[src/mswg_pkg.sv]
// Package for the multi-stream WELL512 generator.
// Item types, the sequencer state type and the generator constants.
// No dependencies; mswg_seq, the top level and the testbench import it.
package mswg_pkg;

	localparam int WORD_W = 32;
	localparam int SID_W  = 3;
	localparam int PTR_W  = 4;

	// initialization recurrence and tempering constants
	localparam logic [WORD_W-1:0] INIT_MULT   = 32'd1812433253;
	localparam logic [WORD_W-1:0] TEMPER_MASK = 32'hDA442D24;

	// word offsets relative to the stream position (modulo 16)
	localparam logic [PTR_W-1:0] OFF_C      = 4'd13;
	localparam logic [PTR_W-1:0] OFF_E      = 4'd9;
	localparam logic [PTR_W-1:0] OFF_BACK   = 4'd15;
	localparam logic [PTR_W-1:0] FIRST_WORD = 4'd0;
	localparam logic [PTR_W-1:0] NEXT_WORD  = 4'd1;
	localparam logic [PTR_W-1:0] LAST_WORD  = 4'd15;

	// item modes
	localparam logic MODE_SEED = 1'b0;
	localparam logic MODE_DRAW = 1'b1;

	typedef struct packed {
		logic              mode;
		logic [SID_W-1:0]  stream_id;
		logic [WORD_W-1:0] seed_value;
	} req_item_t;

	typedef struct packed {
		logic [WORD_W-1:0] random_word;
		logic [SID_W-1:0]  from_stream;
	} rsp_item_t;

	typedef enum logic [2:0] {
		ST_IDLE,
		ST_POS,
		ST_RD_A,
		ST_RD_C,
		ST_RD_E,
		ST_WR_R,
		ST_SEED_MUL,
		ST_SEED_WR
	} seq_state_t;

endpackage

[src/mswg_seq.sv]
// Sequencer and datapath of the multi-stream WELL512 generator.
// Drives the table and position RAMs; depends on mswg_pkg.
module mswg_seq #(
	parameter int NUM_STREAMS = 8,
	parameter int SIDX_W      = 3,
	parameter int TBL_AW      = 7
) (
	input  logic                      clk,
	input  logic                      arst_n,
	input  logic                      req_valid,
	input  mswg_pkg::req_item_t       req,
	output logic                      req_stall,
	output logic                      tbl_we,
	output logic [TBL_AW-1:0]         tbl_waddr,
	output logic [mswg_pkg::WORD_W-1:0] tbl_wdata,
	output logic                      tbl_re,
	output logic [TBL_AW-1:0]         tbl_raddr,
	input  logic [mswg_pkg::WORD_W-1:0] tbl_rdata,
	output logic                      pos_we,
	output logic [SIDX_W-1:0]         pos_waddr,
	output logic [mswg_pkg::PTR_W-1:0] pos_wdata,
	output logic                      pos_re,
	output logic [SIDX_W-1:0]         pos_raddr,
	input  logic [mswg_pkg::PTR_W-1:0] pos_rdata,
	output logic                      res_valid,
	output mswg_pkg::rsp_item_t       res_item,
	input  logic                      res_take
);
	import mswg_pkg::*;

	seq_state_t          state_q, state_nx;
	logic [SIDX_W-1:0]   sidx_q;
	logic [SID_W-1:0]    sid_q;
	logic [PTR_W-1:0]    p_q;
	logic [WORD_W-1:0]   a_q, b_q, c_q, d_q;
	logic [WORD_W-1:0]   w_q, prod_q;
	logic [PTR_W-1:0]    j_q;
	logic [NUM_STREAMS-1:0] pos_valid_q;

	logic                accept;
	logic                in_range;
	logic [SIDX_W-1:0]   req_sidx;
	logic [PTR_W-1:0]    p_sel;
	logic [WORD_W-1:0]   b_nx, c_nx, a_nx, d_nx, r_nx, w_nx, w_mix;

	assign req_stall = (state_q != ST_IDLE);
	assign accept    = req_valid && !req_stall;
	assign in_range  = 32'(req.stream_id) < NUM_STREAMS;
	assign req_sidx  = SIDX_W'(req.stream_id);

	// never-seeded streams read position zero
	assign p_sel = pos_valid_q[sidx_q] ? pos_rdata : FIRST_WORD;

	// WELL512 step pieces
	assign b_nx  = a_q ^ tbl_rdata ^ (a_q << 16) ^ (tbl_rdata << 15);
	assign c_nx  = tbl_rdata ^ (tbl_rdata >> 11);
	assign a_nx  = b_q ^ c_nx;
	assign d_nx  = a_nx ^ ((a_nx << 5) & TEMPER_MASK);
	assign r_nx  = tbl_rdata ^ b_q ^ d_q ^ (tbl_rdata << 2) ^ (b_q << 18) ^ (c_q << 28);

	// seeding recurrence
	assign w_mix = w_q ^ (w_q >> 30);
	assign w_nx  = prod_q + {{(WORD_W-PTR_W){1'b0}}, j_q};

	// next state
	always_comb begin
		state_nx = state_q;
		unique case (state_q)
			ST_IDLE: begin
				if (accept && in_range) begin
					state_nx = (req.mode == MODE_DRAW) ? ST_POS : ST_SEED_MUL;
				end
			end
			ST_POS:      state_nx = ST_RD_A;
			ST_RD_A:     state_nx = ST_RD_C;
			ST_RD_C:     state_nx = ST_RD_E;
			ST_RD_E:     state_nx = ST_WR_R;
			ST_WR_R: begin
				if (res_take) begin
					state_nx = ST_IDLE;
				end
			end
			ST_SEED_MUL: state_nx = ST_SEED_WR;
			ST_SEED_WR: begin
				if (j_q == LAST_WORD) begin
					state_nx = ST_IDLE;
				end else begin
					state_nx = ST_SEED_MUL;
				end
			end
			default:     state_nx = ST_IDLE;
		endcase
	end

	// outputs: memory ports and result
	always_comb begin
		tbl_we    = 1'b0;
		tbl_waddr = {sidx_q, p_q};
		tbl_wdata = a_nx;
		tbl_re    = 1'b0;
		tbl_raddr = {sidx_q, p_q};
		pos_we    = 1'b0;
		pos_waddr = sidx_q;
		pos_wdata = 4'(p_q + OFF_BACK);
		pos_re    = 1'b0;
		pos_raddr = req_sidx;
		res_valid = 1'b0;
		res_item.random_word = r_nx;
		res_item.from_stream = sid_q;
		unique case (state_q)
			ST_IDLE: begin
				if (accept && in_range) begin
					if (req.mode == MODE_DRAW) begin
						pos_re = 1'b1;
					end else begin
						tbl_we    = 1'b1;
						tbl_waddr = {req_sidx, FIRST_WORD};
						tbl_wdata = req.seed_value;
						pos_we    = 1'b1;
						pos_waddr = req_sidx;
						pos_wdata = FIRST_WORD;
					end
				end
			end
			ST_POS: begin
				tbl_re    = 1'b1;
				tbl_raddr = {sidx_q, p_sel};
			end
			ST_RD_A: begin
				tbl_re    = 1'b1;
				tbl_raddr = {sidx_q, 4'(p_q + OFF_C)};
			end
			ST_RD_C: begin
				tbl_re    = 1'b1;
				tbl_raddr = {sidx_q, 4'(p_q + OFF_E)};
			end
			ST_RD_E: begin
				tbl_we    = 1'b1;
				tbl_waddr = {sidx_q, p_q};
				tbl_wdata = a_nx;
				tbl_re    = 1'b1;
				tbl_raddr = {sidx_q, 4'(p_q + OFF_BACK)};
			end
			ST_WR_R: begin
				res_valid = 1'b1;
				if (res_take) begin
					tbl_we    = 1'b1;
					tbl_waddr = {sidx_q, 4'(p_q + OFF_BACK)};
					tbl_wdata = r_nx;
					pos_we    = 1'b1;
				end
			end
			ST_SEED_MUL: begin
			end
			ST_SEED_WR: begin
				tbl_we    = 1'b1;
				tbl_waddr = {sidx_q, j_q};
				tbl_wdata = w_nx;
			end
			default: begin
			end
		endcase
	end

	always_ff @(posedge clk or negedge arst_n) begin
		if (!arst_n) begin
			state_q     <= ST_IDLE;
			pos_valid_q <= '0;
		end else begin
			state_q <= state_nx;
			if (accept && in_range && req.mode == MODE_SEED) begin
				pos_valid_q[req_sidx] <= 1'b1;
			end
		end
	end

	// datapath registers
	always_ff @(posedge clk) begin
		if (accept) begin
			sidx_q <= req_sidx;
			sid_q  <= req.stream_id;
			w_q    <= req.seed_value;
			j_q    <= NEXT_WORD;
		end
		case (state_q)
			ST_POS:      p_q <= p_sel;
			ST_RD_A:     a_q <= tbl_rdata;
			ST_RD_C:     b_q <= b_nx;
			ST_RD_E: begin
				c_q <= c_nx;
				d_q <= d_nx;
			end
			ST_SEED_MUL: prod_q <= w_mix * INIT_MULT;
			ST_SEED_WR: begin
				w_q <= w_nx;
				j_q <= 4'(j_q + NEXT_WORD);
			end
			default: begin
			end
		endcase
	end

endmodule

[config.mk]
export PLATFORM = sky130hd
export DESIGN_NAME = mswg_seq
export DESIGN_NICKNAME = d
export VERILOG_FILES = /design/src/mswg_pkg.sv /design/src/mswg_seq.sv
export SDC_FILE = /design/constraint.sdc
export NUM_CORES = 1
export LEC_CHECK = 0
export ABC_AREA = 1
export BUFFER_PORTS_ARGS = -buffer_cell sky130_fd_sc_hd__buf_4
export CAP_MARGIN = 25
export CORE_UTILIZATION = 57
export CTS_BUF_LIST = sky130_fd_sc_hd__clkbuf_8
export DETAILED_ROUTE_END_ITERATION = 10
export PLACE_DENSITY = 0.8
export SLEW_MARGIN = 20
export SYNTH_ARGS = -nofsm -noshare
export SYNTH_HDL_FRONTEND = slang
export SYNTH_SLANG_ARGS = --single-unit
[constraint.sdc]
create_clock -name clk -period 6.34 [get_ports clk]
set_input_delay 0 -clock clk [delete_from_list [all_inputs] [get_ports clk]]
set_output_delay 0 -clock clk [all_outputs]
set_load 0.05 [all_outputs]
==> results.json <==
{
  "outcome": "finished clean",
  "critPathArrivalTime_ns": 6.36,
  "drc": 0,
  "crit_top_cell": "fa_1",
  "synth-seq-cells": 186,
  "die_area_um2": 34000,
  "rows": 66,
  "dp_hpwl_um": 47100,
  "relSlewSlack_pct": 29.2,
  "nets": 2755,
  "cp_max_fo": 5,
  "drtIter0Drc": 1520,
  "initial_utilization_pct": 58.1,
  "syn-cell-area_um2": 18900,
  "synth.avg_cell_area_um2": 9.30,
  "reg2reg_setup_slack_ns": 0.21,
  "cp_slowest_cell": "edfxtp_1",
  "critPathMaxStageDelay_ns": 0.57,
  "antenna_cells": 0,
  "area_growth_pct": 17.3,
  "place_congestion": 1.01,
  "reg2reg_from": "w_q[13]$_DFFE_PP_",
  "end_kind": "flip-flop",
  "ant_nets": 0,
  "dp.cells": 2646,
  "dp_slack_ns": 0.0689,
  "seq_area_frac_synth_pct": 29.2,
  "firstDrtPassIters": 6,
  "drv_cap": 0,
  "worstSetupPathType": "flip-flop to flip-flop",
  "worst_pin_slew_ns": 1.06,
  "slew_viol_final": 0,
  "syn_inst": 2036,
  "final_common_cell": "inv_1",
  "grt_max_degree": 46,
  "antenna_found_initial": 0,
  "io_buffers": 172,
  "synth_edf_count": 175,
  "yosysTopAreaCellShare_pct": 27.7,
  "hold_ws_ns": 0.0489,
  "cp_cell_sequence": "ha_1 > ha_1 > fa_1 > inv_1 > fa_1 > inv_1 > fa_1 > fa_1 > fa_1 > inv_1 > fa_1 > inv_1 > ha_1 > a21oi_1 > o21ai_1 > nor2_1 > nand3_2 > nand2_1 > nand2_1 > xor2_1",
  "avgViaCountPerCell": 5.75,
  "cts_tree": "built",
  "reg2reg_depth": 20,
  "fin_skew_ns": 0.0396,
  "required_ns": 6.57,
  "worstHoldPathCells": 3,
  "ios": 173,
  "yosysWarnings": 0,
  "yosysUniqueCellTypes": 53,
  "grt.total_usage_pct": 36.5,
  "finalCritPeriodShare_pct": 96.6,
  "grt_pass1_vias": 16200,
  "detail_route.wirelength_um": 60600,
  "clk_pin_slew_ns": 0.11,
  "synth.largest_area_cell": "edfxtp_1",
  "fin_cells": 2770,
  "postLayoutSetupSlackWorst_ns": 0.215,
  "synth_fp_nets": 2476,
  "cts_max_level": 4,
  "r2r-end": "prod_q[26]$_DFFE_PP_",
  "min_from": "req[2]",
  "vias": 15900,
  "core_um2": 32600,
  "final_cell_mix": "inv_1, nand2_1, buf_4",
  "cts_made_buffers": 17,
  "startpoint_type": "flip-flop",
  "ys.flop_type": "edfxtp_1",
  "setup_viol": 0,
  "cts_max_path_buffers": 2,
  "avgRoutedWirePerCell_um": 21.9,
  "grt_pass1_wl_um": 91700,
  "rsz0062_at_grt": "true",
  "die_w_um": 184,
  "grt-ovfl-total": 0,
  "die_h_um": 184,
  "hold_end": "w_q[2]$_DFFE_PP_",
  "fmax_ghz": 0.163,
  "root_buffer": "clkbuf_8",
  "clock_latency_ns": 0.50,
  "min_period_ns": 6.13,
  "drive_above_1_share_pct": 13.7,
  "hp-class": "input port to flip-flop",
  "final-hold-violation-count": 0,
  "synth.area.top_cells": "edfxtp_1, fa_1, ha_1",
  "clock_sinks": 186,
  "synthArstFlopShare_pct": 5.91
}
-- layout make-up --
class	instances	area, um2
clock buffers	17	234
clock inverters	15	199
fillers	2489	10400
inverters	430	1610
multi-input cells	1384	11700
flip-flops and latches	186	5530
well taps	442	553
repair buffers	296	2390
-- sequential cells by signal, summed over array words and instances, names as in the netlist, 8 cells and up --
register and cells:
a_q 32, b_q 32, d_q 32, pos_valid_q 8
prod_q 32, w_q 32
-- cell families after synthesis --
kind of cell / synth area share (%)
AOI/OAI and AO/OA: 6.20
xor gates and xnor gates: 12.4
adders and majority gates: 29.9
buffers and inverters: 9.64
DFF: 29.2
and+or+nand+nor: 12.7
-- layer usage --
metal	track usage, %	part of all wire [%]	vias to the layer above
li1	-	-	7055
met1	46.7	37	7693
met2	59.7	48	964
met3	4.25	8.6	216
met4	21.7	6.7	0
met5	0	0	-
-- worst max path at each step --
stage,from,to,depth (start not counted)
floorplan,w_q[31]$_DFFE_PP_,prod_q[31]$_DFFE_PP_,24
detailed placement,w_q[30]$_DFFE_PP_,prod_q[26]$_DFFE_PP_,24
global placement,w_q[13]$_DFFE_PP_,prod_q[26]$_DFFE_PP_,20
CTS,w_q[31]$_DFFE_PP_,prod_q[26]$_DFFE_PP_,24
finish,w_q[13]$_DFFE_PP_,prod_q[26]$_DFFE_PP_,20
global route,w_q[11]$_DFFE_PP_,prod_q[29]$_DFFE_PP_,21
-- through the flow --
step	setup TNS, ns	cell area, um2	util, %
after floorplan	0	18900	-
after global placement	0	20800	63.9
after detailed placement	0	20800	63.9
after CTS	0	22000	67.3
after global routing	-0.0744	22200	68.1
final	0	22200	68.1
-- cell usage after synthesis, types with 4 or more instances --
cell type  number
xor2_1        122
inv_1         424
nor3_2          5
nor4_1          5
buf_4           9
buf_2          16
a22oi_1        17
o211ai_1        4
dfrtp_1        11
nand2_1       309
nor2_2          4
fa_1          147
nand4_1        21
xor2_2          4
inv_2           5
clkbuf_1        8
o221ai_1        4
o21ai_0        68
a21o_1          8
a31oi_1         5
xnor2_1       135
nor3_1         15
o2111ai_1       4
ha_1          217
or2_2           6
nor2_1        105
nand3_1        77
edfxtp_1      175
a21oi_1        65
-- worst max-delay path, delay by kind of cell (launching register included) --
family / cells / cell delay [ns]
AO/OA/AOI/OAI: 2 / 0.36
XOR/XNOR: 1 / 0.16
AND/OR/NAND/NOR: 4 / 0.49
adder cells (fa/ha/maj): 9 / 4.09
flip-flops: 1 / 0.57
buffers and inverters: 4 / 0.19
-- what timing repair did --
action                                 CTS  global route
setup endpoints to repair                1            11
resized for setup                        1            17
endpoints found under the hold margin  130             0
setup buffers                            0            23
pin swaps                                0             4
hold buffers                            69             0
Power is left out: the tool's default activity adds up to more than one toggle a clock period on the data nets, which glitch-free logic cannot reach.
