`config.mk`:
```
export PLATFORM = sky130hd
export DESIGN_NAME = mswg_ram
export DESIGN_NICKNAME = d
export VERILOG_FILES = /design/src/mswg_ram.sv
export SDC_FILE = /design/constraint.sdc
export NUM_CORES = 1
export LEC_CHECK = 0
export BUFFER_PORTS_ARGS = -buffer_cell sky130_fd_sc_hd__buf_2
export CAP_MARGIN = 20
export CORE_UTILIZATION = 39
export CTS_CLUSTER_SIZE = 40
export DETAILED_ROUTE_END_ITERATION = 8
export PLACE_DENSITY = 0.59
export SYNTH_ARGS = -nofsm -noshare
export SYNTH_HDL_FRONTEND = slang
export SYNTH_SLANG_ARGS = --single-unit
```
`constraint.sdc`:
```
create_clock -name clk -period 3.9 [get_ports clk]
set_input_delay 0.78 -clock clk [delete_from_list [all_inputs] [get_ports clk]]
set_output_delay 0.78 -clock clk [all_outputs]
set_load 0.005 [all_outputs]
```
`src/mswg_ram.sv`:
```
// Simple dual-port synchronous RAM: one write port, one read port,
// read data registered. Uses no package items.
module mswg_ram #(
	parameter int ADDR_W = 4,
	parameter int DATA_W = 32
) (
	input  logic              clk,
	input  logic              we,
	input  logic [ADDR_W-1:0] waddr,
	input  logic [DATA_W-1:0] wdata,
	input  logic              re,
	input  logic [ADDR_W-1:0] raddr,
	output logic [DATA_W-1:0] rdata
);

	logic [DATA_W-1:0] mem [2**ADDR_W];

	always_ff @(posedge clk) begin
		if (we) begin
			mem[waddr] <= wdata;
		end
	end

	// read data holds when no read is issued
	always_ff @(posedge clk) begin
		if (re) begin
			rdata <= mem[raddr];
		end
	end

endmodule

```
==> results of run 1 <==
## per-layer routing
layer / share of wire, % / vias to the layer above
met2: 50 / 234
met1: 43 / 4851
met5: 0 / -
li1: - / 3834
met3: 4.7 / 69
met4: 2.2 / 0
## power breakdown
part	internal (mW)	total, mW	switching (mW)
Combinational	0.232	0.563	0.331
Sequential	6.59	6.63	0.0396
Clock	2.69	4.80	2.11
Total	9.51	12.0	2.48
## kinds of logic (layout without fill, tap and decap cells)
family / after synthesis / count (layout) / share of synthesized area, %
compound gates: 64 / 64 / 2.38
simple gates: 59 / 59 / 1.25
buf+inv: 43 / 204 / 1.10
flops: 544 / 544 / 81.0
mux: 128 / 128 / 14.3
## area by class of cell
class | count | area (um^2)
clock buffer | 74 | 1470
timing repair buffer | 104 | 694
tap | 672 | 841
sequential | 544 | 16300
fill | 4184 | 27300
multi-input combinational | 251 | 3760
clock inverter | 26 | 155
## placed cells by master, fill, tap and decap left out, drive strengths merged
| master | instances |
|---|---|
| a22oi | 64 |
| and2 | 1 |
| buf | 103 |
| bufinv | 1 |
| clkbuf | 75 |
| clkinv | 23 |
| clkinvlp | 1 |
| edfxtp | 544 |
| inv | 1 |
| mux4 | 128 |
| nand2 | 33 |
| nand2b | 2 |
| nand3 | 1 |
| nand3b | 2 |
| nor2 | 13 |
| nor2b | 2 |
| nor3 | 4 |
| or3b | 1 |
## sequential cells by signal, indices dropped and copies added, names as in the netlist
signal and flops:
mem 512, rdata 32
## synth_stat cells
master | n | share of area, %
edfxtp_1 | 544 | 81
nand3_1 | 1 | 0.025
buf_1 | 9 | 0.17
nand2_1 | 33 | 0.61
or3b_2 | 1 | 0.043
nor3_1 | 4 | 0.099
buf_6 | 2 | 0.11
a22oi_1 | 64 | 2.4
mux4_2 | 128 | 14
and2_1 | 1 | 0.031
buf_2 | 4 | 0.099
nand2b_1 | 2 | 0.062
nand3b_1 | 2 | 0.074
nor2b_1 | 2 | 0.062
nor2_1 | 13 | 0.24
clkbuf_1 | 17 | 0.32
buf_4 | 11 | 0.41
## worst register-to-register path: cells and delay by family (launching register included)
family	cells	cell delay [ns]
AO/OA/AOI/OAI	1	0.28
flip-flops	1	0.36
multiplexers	1	0.46
AND/OR/NAND/NOR	1	0.09
## worst paths after layout
check                              from                     to  depth (start not counted)
setup reg to reg    mem[2][5]$_DFFE_PP_     rdata[5]$_DFFE_PP_                          3
hold reg to reg   mem[12][11]$_DFFE_PP_    rdata[11]$_DFFE_PP_                          3
hold / removal                wdata[27]  mem[11][27]$_DFFE_PP_                          1
setup / recovery               raddr[0]     rdata[6]$_DFFE_PP_                          5
## through the flow
step	instance area, um^2	power [mW]	instances
after detailed placement	21600	7.33	1571
after floorplan	20200	7.06	838
after global routing	23300	12.4	1671
after global placement	21600	7.32	1571
final	23300	12.0	1671
after CTS	23300	12.1	1671
==> run metrics, run 1 <==
antenna-violating nets left=0; Post-route DRC=0; sequential fraction of the synthesis area=81.0%; vias in the first global route=9487; CTS Buffer Depth=3; clk root buf=clkbuf_16; RSZ-0062 raised after global routing=no; Hold-fix buffers, CTS=0; Area Overhead vs Synth=15.3%; # rows=82; Synthesized Nets=881; GR Overflow Total=0; Setup WS post-layout=1.75 ns; WP buf/inv=2; clock skew=0.0191 ns; Worst Setup Start Kind=primary input; worst vdd ir=289 uV; met1 Resource Use GR=23.1%; flops & latches, synth=544; Final Critical Period=2.15 ns; busiest metal layer after global routing=met2; Final Slew Violations=0; Port Buffers=74; Setup WS pre-CTS=1.09 ns; HPWL Detailed=21700 um; FF-to-FF setup slack=2.44 ns; GR Util met3=2.65%; Core Footprint=50600 um^2; final net count=999; Total GRT Usage=16.8%; WHS=0.564 ns; clock sinks=544; crit-path leading delay family=buffers and inverters; Vias/cell=about 5.4; Chip Height=between 200 and 250 um; clk_lat worst skew=between 0.5 and 0.6 ns; Routed WL=43100 um; setup bufs post-CTS=0; CP arrival=2.49 ns; routed vias=around 9000; Avg Inst Size Synth=about 24 um^2; Synth cell types=17; Cells after Synth=838; Starting DRT DRC Count=approximately 760; CTS tree=yes; routed len/inst=around 26 um; Synth Cell Area=20200 um^2; Worst Hold Class=in2reg; antenna violations before repair=1; P_leak=around 7.4 nW; worst-path fanout max=36; relative slew slack=a little over two fifths; Crit. End Element=register; CP max stage delay=about 0.54 ns; max cap viols=0; router iterations before antenna repair=5; die area=52600 um^2; FMAX=between 0.4 and 0.5 GHz; ANT cells=0; M2 GR Usage=approximately 28%; Final Core Density=46.0%; crit share post-route=between 50% and 60%; Pwr Density=516 nW/um^2; Setup violations, final=0; Die Wd=229 um; CP Class=in2reg; crit path cell chain=clkbuf_8 > buf_4 > mux4_2 > a22oi_1 > nand2_1; yosys warns=0; total CTS buffers=55; clk slew on worst S/H paths=roughly 0.06 ns; CTS H-tree lvls=2; first-pass GRT wire length=64200 um; status=finished clean; setup TNS=0 ns; Slowest-stage cell, CP=mux4_2; GPL Wtd Cong=0.715; CTS resizes=0; share of cells above drive strength 1=32.1%; WP data required=4.24 ns; Final Hold Viols=0; I/O pins=75; actual slew at the worst max-slew pin=approximately 0.86 ns; initial core utilization=39.9%; largest net degree at the start of global routing=51
(Power assumes the default switching activity.)
==> run 2, diff against run 1 <==
Settings changed: ABC_AREA set to 1, PLACE_DENSITY 0.59 to 0.57.
Clock period 3.9 ns to 2 ns, I/O delays scaled along.
==> run 2 against run 1 <==
  * Global-route usage grew 2.0 points
  * Count of clock-buffer cells in the layout shrank 9
  * Highest routed layer unchanged
  * Final cell count grew 80%
  * First-iteration DRC count grew 73%
  * Non-clock buffer count grew 33
  * Critical path depth shrank 4
  * Sequential share of layout area shrank 8.5 points
  * Die area grew 14%
  * Clock skew shrank 0.0095 ns
  * Wire length grew 28%
  * Final area grew 14%
  * Clock power grew 100%
==> run metrics, run 2 <==
I/O pins=75 (unchanged); Synth cell types=14 (was 17); Synth Cell Area=23100 um^2 (was 20200 um^2); Area Overhead vs Synth=14.7% (was 15.3%); share of the synthesized area in the top cell type=70.9% (was 81.0%); Final Core Density=45.6% (was 46.0%); Chip Height=245 um (was 229 um); Sw Ratio=21.9% (was 20.7%); Comb pwr share=6.3% (was 4.7%); CP max stage delay=0.50 ns (was 0.54 ns); Internal Dissipation=19.0 mW (was 9.51 mW); antenna violations before repair=0 (was 1); share of synthesized registers carrying an async set or reset=0% (unchanged); Crit. End Element=primary output (was register); most flop-heavy register=mem (unchanged); setup bufs post-CTS=0 (unchanged); Routed WL=55400 um (was 43100 um); crit share post-route=83.1%; Cells after Synth=2120 (was 838); Commonest cells post-synth=677 x nand2_1, 544 x edfxtp_1, 388 x inv_1, 385 x nand3_1, 41 x buf_2 (was 544 x edfxtp_1, 128 x mux4_2, 64 x a22oi_1, 33 x nand2_1, 17 x clkbuf_1); clk root buf=clkbuf_16 (unchanged); most frequent cells in the layout=677 x nand2_1, 544 x edfxtp_1, 386 x inv_1 (was 544 x edfxtp_1, 128 x mux4_2, 72 x buf_2); max cap viols=0 (unchanged); worst-path fanout max=1 (was 36); Total GRT Usage=18.8% (was 16.8%); yosys warns=0 (unchanged); Clock power frac=40.5% (was 40.0%); NetSw=5.31 mW (was 2.48 mW); Slowest-stage cell, CP=edfxtp_1 (was mux4_2); Worst Hold Class=in2reg (unchanged); share of cells above drive strength 1=10.1% (was 32.1%); Final Hold Viols=0 (unchanged); P_leak=11.1 nW (was 7.35 nW); Final Slew Violations=0 (unchanged); GPL Wtd Cong=0.753 (was 0.715); post-placement cell count=2917 (was 1571); router iterations before antenna repair=7 (was 5); synth top area cells=edfxtp_1 71%, nand2_1 11%, nand3_1 8.4% (was edfxtp_1 81%, mux4_2 14%, a22oi_1 2.4%); ANT cells=0 (unchanged); most common cell in the netlist=nand2_1 (was edfxtp_1); CTS tree=yes (unchanged); Pwr Density=918 nW/um^2 (was 516 nW/um^2); Avg Inst Size Synth=10.9 um^2 (was 24.1 um^2); Crit. path cell count=1 (was 5); clock sinks=544 (unchanged); HPWL Detailed=30200 um (was 21700 um); WP data required=1.60 ns (was 4.24 ns); reg2reg start=mem[9][28]$_DFFE_PP_ (was mem[2][5]$_DFFE_PP_); final net count=2252 (was 999); Core Footprint=58000 um^2 (was 50600 um^2); Worst Setup Start Kind=register (was primary input); Most used DFF post-synth=edfxtp_1 (unchanged); total CTS buffers=55 (unchanged); final instance area=26400 um^2 (was 23300 um^2); Port Buffers=74 (unchanged); clock skew=0.00958 ns (was 0.0191 ns); crit-path leading delay family=flip-flops (was buffers and inverters); status=finished clean (unchanged); GR Overflow Total=0 (unchanged); FF-to-FF setup slack=0.85 ns (was 2.44 ns); CTS Buffer Depth=3 (unchanged); Largest register FFs=512 (unchanged); Final Instance Count excl. Fillers=3016 (was 1671); routed vias=14700 (was 8988); total power=24.3 mW (was 12.0 mW); routed len/inst=18.4 um (was 25.8 um); initial core utilization=39.7% (was 39.9%); FMAX=0.602 GHz; worst vdd ir=586 uV (was 289 uV); clk_lat worst skew=0.60 ns (was 0.59 ns); Post-route DRC=0 (unchanged); fillers=5232 (was 4184); Setup violations, final=0 (unchanged); CTS H-tree lvls=2 (unchanged); CP arrival=1.26 ns (was 2.49 ns); Die Wd=245 um (was 229 um); die area=60100 um^2 (was 52600 um^2); Synthesized Nets=2163 (was 881); # rows=88 (was 82); actual slew at the worst max-slew pin=1.02 ns (was 0.862 ns); Sequential Power Share=53.2% (was 55.3%); Final Critical Period=around 1.7 ns; Reg-to-Reg End=rdata[28]$_DFFE_PP_ (was rdata[5]$_DFFE_PP_); largest net degree at the start of global routing=74 (was 51); flops & latches, synth=544 (unchanged); sequential fraction of the synthesis area=70.9% (was 81.0%); crit path cell chain=buf_2 (was clkbuf_8 > buf_4 > mux4_2 > a22oi_1 > nand2_1); CP Class=reg2out (was in2reg); Register-to-Register Path Depth=6 (was 3); Synth area leader=edfxtp_1 (unchanged); crit path to=rdata[10] (was rdata[6]$_DFFE_PP_); relative slew slack=31.9% (was 42.5%); WP buf/inv=1 (was 2); number of flops mapped to enable cells by yosys=544 (unchanged); Hold-fix buffers, CTS=0 (unchanged); antenna-violating nets left=0 (unchanged); largest registers=mem (512), rdata (32) (unchanged); clk slew on worst S/H paths=0.06 ns (about the same); hold path start=wdata[1] (was wdata[27]); Placement Cell Area=24700 um^2 (was 21600 um^2); RSZ-0062 raised after global routing=no (unchanged); Starting DRT DRC Count=1319 (was 763); first-pass GRT wire length=86200 um (was 64200 um); vias in the first global route=14500 (was 9487); Vias/cell=4.87 (was 5.38); CTS resizes=0 (unchanged); most common cell after layout, fill and taps aside=nand2_1 (was edfxtp_1); crit path launch=rdata[10]$_DFFE_PP_ (was raddr[0])
-- run 2: cell types whose count changed after synthesis, moves of 27 or more --
cell,before,now
a22oi_1,64,0
buf_2,4,41
buf_6,2,29
inv_1,0,388
mux4_2,128,0
nand2_1,33,677
nand3_1,1,385
-- run 2: power by group through the flow --
stage	Clock [mW]	Combinational (mW)	Sequential [mW]
finish	9.83	1.52	12.9
global route	10.4	1.70	12.9
CTS	10.0	1.54	12.9
detailed placement	0	1.53	13.2
global placement	0	1.51	13.2
floorplan	0	0.873	13.1
-- run 2: kinds of logic (layout without fill, tap and decap cells) --
| kind of cell | Yosys count | in the layout | share of synthesized area [%] |
|---|---|---|---|
| buffers and inverters | 495 | 626 | 9.41 |
| flip-flops | 544 | 544 | 70.9 |
| AND/OR/NAND/NOR | 1081 | 1081 | 19.7 |
-- run 2: how the worst min path moves through the flow --
stage	cells after the start	end
after floorplan	0	mem[0][0]$_DFFE_PP_
after global placement	6	rdata[15]$_DFFE_PP_
after detailed placement	6	rdata[18]$_DFFE_PP_
after CTS	1	mem[4][1]$_DFFE_PP_
after global routing	1	mem[1][1]$_DFFE_PP_
final	1	mem[1][1]$_DFFE_PP_
-- run 2: area by class of cell --
type	count	area (um^2)	share of cell area (%)
flip-flops and latches	544	16300	61.8
multi-input cells	1081	4670	17.6
repair buffers	137	1320	4.98
clock inverters	34	244	0.922
inverters	390	1470	5.56
well taps	765	957	3.62
clock buffers	65	1460	5.51
-- run 2: worst reg2reg max path: stages, from the launching register on --
cell	delay (ns)
edfxtp_1	0.36
inv_1	0.07
nand2_1	0.05
nand3_1	0.09
nand3_1	0.14
nand3_1	0.13
nand2_1	0.07
-- run 2: metal layers --
| layer | global-route usage [%] | part of all wire [%] | wire [um] |
|---|---|---|---|
| met1 | 26.8 | 47 | 25900 |
| met2 | 30.2 | 46 | 25300 |
| met3 | 2.49 | 5.5 | 3040 |
| met4 | 5.15 | 1.9 | 1050 |
| met5 | 0 | 0 | 0 |
-- run 2: per-stage QoR --
step | setup TNS [ns] | setup WS [ns] | hold WS, ns
after floorplan | -125.55 | -0.393 | 0.499
after detailed placement | 0 | 0.154 | 0.725
final | 0 | 0.338 | 0.184
after global routing | 0 | 0.314 | 0.179
after global placement | 0 | 0.171 | 0.714
after CTS | 0 | 0.311 | 0.147
==> run 3, diff against run 2 <==
Settings changed: ABC_AREA 1 to 0.
Clock period 2 ns to 1.57 ns, I/O delays scaled along.
==> run 3 against run 2 <==
  * Die area down 12%
  * Sequential share of layout area up 5.5 points
  * First-iteration DRC count down 43%
  * Flip-flop and latch count unchanged
  * Hold slack worse by 0.10 ns
  * Global-route usage down 1.3 points
  * Worst setup slack worse by 0.30 ns
  * Critical path type unchanged
  * Clock skew up 0.0058 ns
==> run metrics, run 3 (same netlist as run 1, synthesis figures left out) <==
CTS Buffer Depth=3 (unchanged); crit-path leading delay family=flip-flops (unchanged); worst vdd ir=904 uV (was 586 uV); Chip Height=229 um (was 245 um); total CTS buffers=55 (unchanged); antenna violations before repair=3 (was 0); final instance area=24300 um^2 (was 26400 um^2); Placement Cell Area=22600 um^2 (was 24700 um^2); reg2reg start=mem[0][22]$_DFFE_PP_ (was mem[9][28]$_DFFE_PP_); Die Wd=229 um (was 245 um); die area=52600 um^2 (was 60100 um^2); hold path start=wdata[6] (was wdata[1]); setup bufs post-CTS=0 (unchanged); FMAX=0.651 GHz; Final Slew Violations=0 (unchanged); actual slew at the worst max-slew pin=0.772 ns (was 1.02 ns); Total GRT Usage=17.5% (was 18.8%); Post-route DRC=0 (unchanged); final net count=1062 (was 2252); Slowest-stage cell, CP=edfxtp_1 (unchanged); post-placement cell count=1634 (was 2917); Register-to-Register Path Depth=3 (was 6); Port Buffers=74 (unchanged); status=finished clean (unchanged); CTS H-tree lvls=2 (unchanged); most common cell after layout, fill and taps aside=edfxtp_1 (was nand2_1); Hold Path Cell Cnt=1 (unchanged); largest registers=mem (512), rdata (32) (unchanged); Sequential Power Share=54.6% (was 53.2%); Largest register FFs=512 (unchanged); worst-path fanout max=1 (unchanged); antenna-violating nets left=0 (unchanged); # rows=82 (was 88); crit path cell chain=buf_2 (unchanged); clock sinks=544 (unchanged); Final Hold Viols=0 (unchanged); HPWL Detailed=26700 um (was 30200 um); Area Overhead vs Synth=20.4% (was 14.7%); CP arrival=1.22 ns (was 1.26 ns); clock skew=0.0154 ns (was 0.00958 ns); Worst Hold Class=in2reg (unchanged); FF-to-FF setup slack=0.10 ns (was 0.85 ns); Reg-to-Reg End=rdata[22]$_DFFE_PP_ (was rdata[28]$_DFFE_PP_); most flop-heavy register=mem (unchanged); WP data required=1.26 ns (was 1.60 ns); Pwr Density=1240 nW/um^2 (was 918 nW/um^2); Worst Setup Start Kind=register (unchanged); routed len/inst=25.9 um (was 18.4 um); Final Instance Count excl. Fillers=1738 (was 3016); Vias/cell=5.38 (was 4.87); WHS=0.0836 ns (was 0.184 ns); Setup WS post-layout=0.0340 ns (was 0.338 ns); Core Footprint=50600 um^2 (was 58000 um^2); Setup violations, final=0 (unchanged); router iterations before antenna repair=5 (was 7); Comb pwr share=5.3% (was 6.3%); vias in the first global route=9868 (was 14500); relative slew slack=48.4% (was 31.9%); clk slew on worst S/H paths=0.06 ns (about the same); GR Overflow Total=0 (unchanged); CTS resizes=0 (unchanged); first-pass GRT wire length=66400 um (was 86200 um); Hold-fix buffers, CTS=0 (unchanged); GPL Wtd Cong=0.722 (was 0.753); most frequent cells in the layout=544 x edfxtp_1, 128 x mux4_2, 72 x buf_2 (was 677 x nand2_1, 544 x edfxtp_1, 386 x inv_1); CTS tree=yes (unchanged); Setup WS pre-CTS=-0.377 ns (was 0.154 ns); Sw Ratio=21.0% (was 21.9%); P_leak=7.82 nW (was 11.1 nW); CP Class=reg2out (unchanged); CP max stage delay=0.46 ns (was 0.50 ns); Clock power frac=40.1% (was 40.5%); Routed WL=45000 um (was 55400 um); Internal Dissipation=23.8 mW (was 19.0 mW); NetSw=6.33 mW (was 5.31 mW); largest net degree at the start of global routing=35 (was 74); Final Critical Period=1.54 ns; I/O pins=75 (unchanged); share of cells above drive strength 1=36.3% (was 10.1%); initial core utilization=39.9% (was 39.7%); RSZ-0062 raised after global routing=yes (was no); crit share post-route=between 90% and 100%; max cap viols=0 (unchanged); routed vias=9345 (was 14700); fillers=4125 (was 5232); Hold Crit Endpoint=mem[14][6]$_DFFE_PP_ (was mem[1][1]$_DFFE_PP_); clk root buf=clkbuf_16 (unchanged); setup TNS=0 ns (unchanged); clk_lat worst skew=0.60 ns (about the same); WP buf/inv=1 (unchanged); Crit. End Element=primary output (unchanged); Starting DRT DRC Count=755 (was 1319)
## run 3: cell count changes in the layout (fill, tap and decap cells not counted), sizes merged, moves of 4 or more
cell / delta
nor2: -4
nand2: -644
mux4: +128
clkinv: -8
buf: +30
nor3: +4
nand3: -384
clkbuf: +9
clkinvlp: +4
a22oi: +64
inv: -388
## run 3: area by class of cell
| class | instances | area, um^2 | area share [%] |
|---|---|---|---|
| Clock inverter | 29 | 190 | 0.783 |
| Timing Repair Buffer | 167 | 1660 | 6.82 |
| Antenna cell | 1 | 2.50 | 0.0103 |
| Sequential cell | 544 | 16300 | 67.3 |
| Multi-Input combinational cell | 251 | 3790 | 15.6 |
| Tap cell | 672 | 841 | 3.46 |
| Clock buffer | 74 | 1470 | 6.05 |
## run 3: how the worst max path moves through the flow
stage,from,to,slack (ns),cells after the start
floorplan,waddr[2],mem[0][0]$_DFFE_PP_,-0.45,2
global placement,raddr[0],rdata[24]$_DFFE_PP_,-0.37,5
detailed placement,raddr[0],rdata[24]$_DFFE_PP_,-0.38,5
CTS,rdata[1]$_DFFE_PP_,rdata[1],-0.03,1
global route,rdata[31]$_DFFE_PP_,rdata[31],-0.006,1
finish,rdata[1]$_DFFE_PP_,rdata[1],0.03,1
## run 3: stage by stage
| step | total power, mW | util [%] |
|---|---|---|
| finish | 30.2 | 48.0 |
| global route | 31.1 | 48.0 |
| CTS | 30.5 | 48.0 |
| detailed placement | 18.4 | 44.7 |
| global placement | 18.4 | 44.7 |
| floorplan | 17.6 | - |
## run 3: power groups by stage
stage | clock (mW) | sequential [mW] | combinational [mW]
after floorplan | 0 | 16.7 | 0.853
after global placement | 0 | 16.8 | 1.62
after detailed placement | 0 | 16.8 | 1.64
after CTS | 12.4 | 16.5 | 1.64
after global routing | 12.9 | 16.5 | 1.73
final | 12.1 | 16.5 | 1.60
## run 3: per-layer routing
metal / vias to the layer above / wire length, um / track usage [%]
met2: 238 / 21900 / 28.1
li1: 3990 / - / -
met4: 4 / 943 / 4.88
met3: 76 / 2260 / 3.05
met1: 5037 / 19800 / 24.6
met5: - / 24 / 0
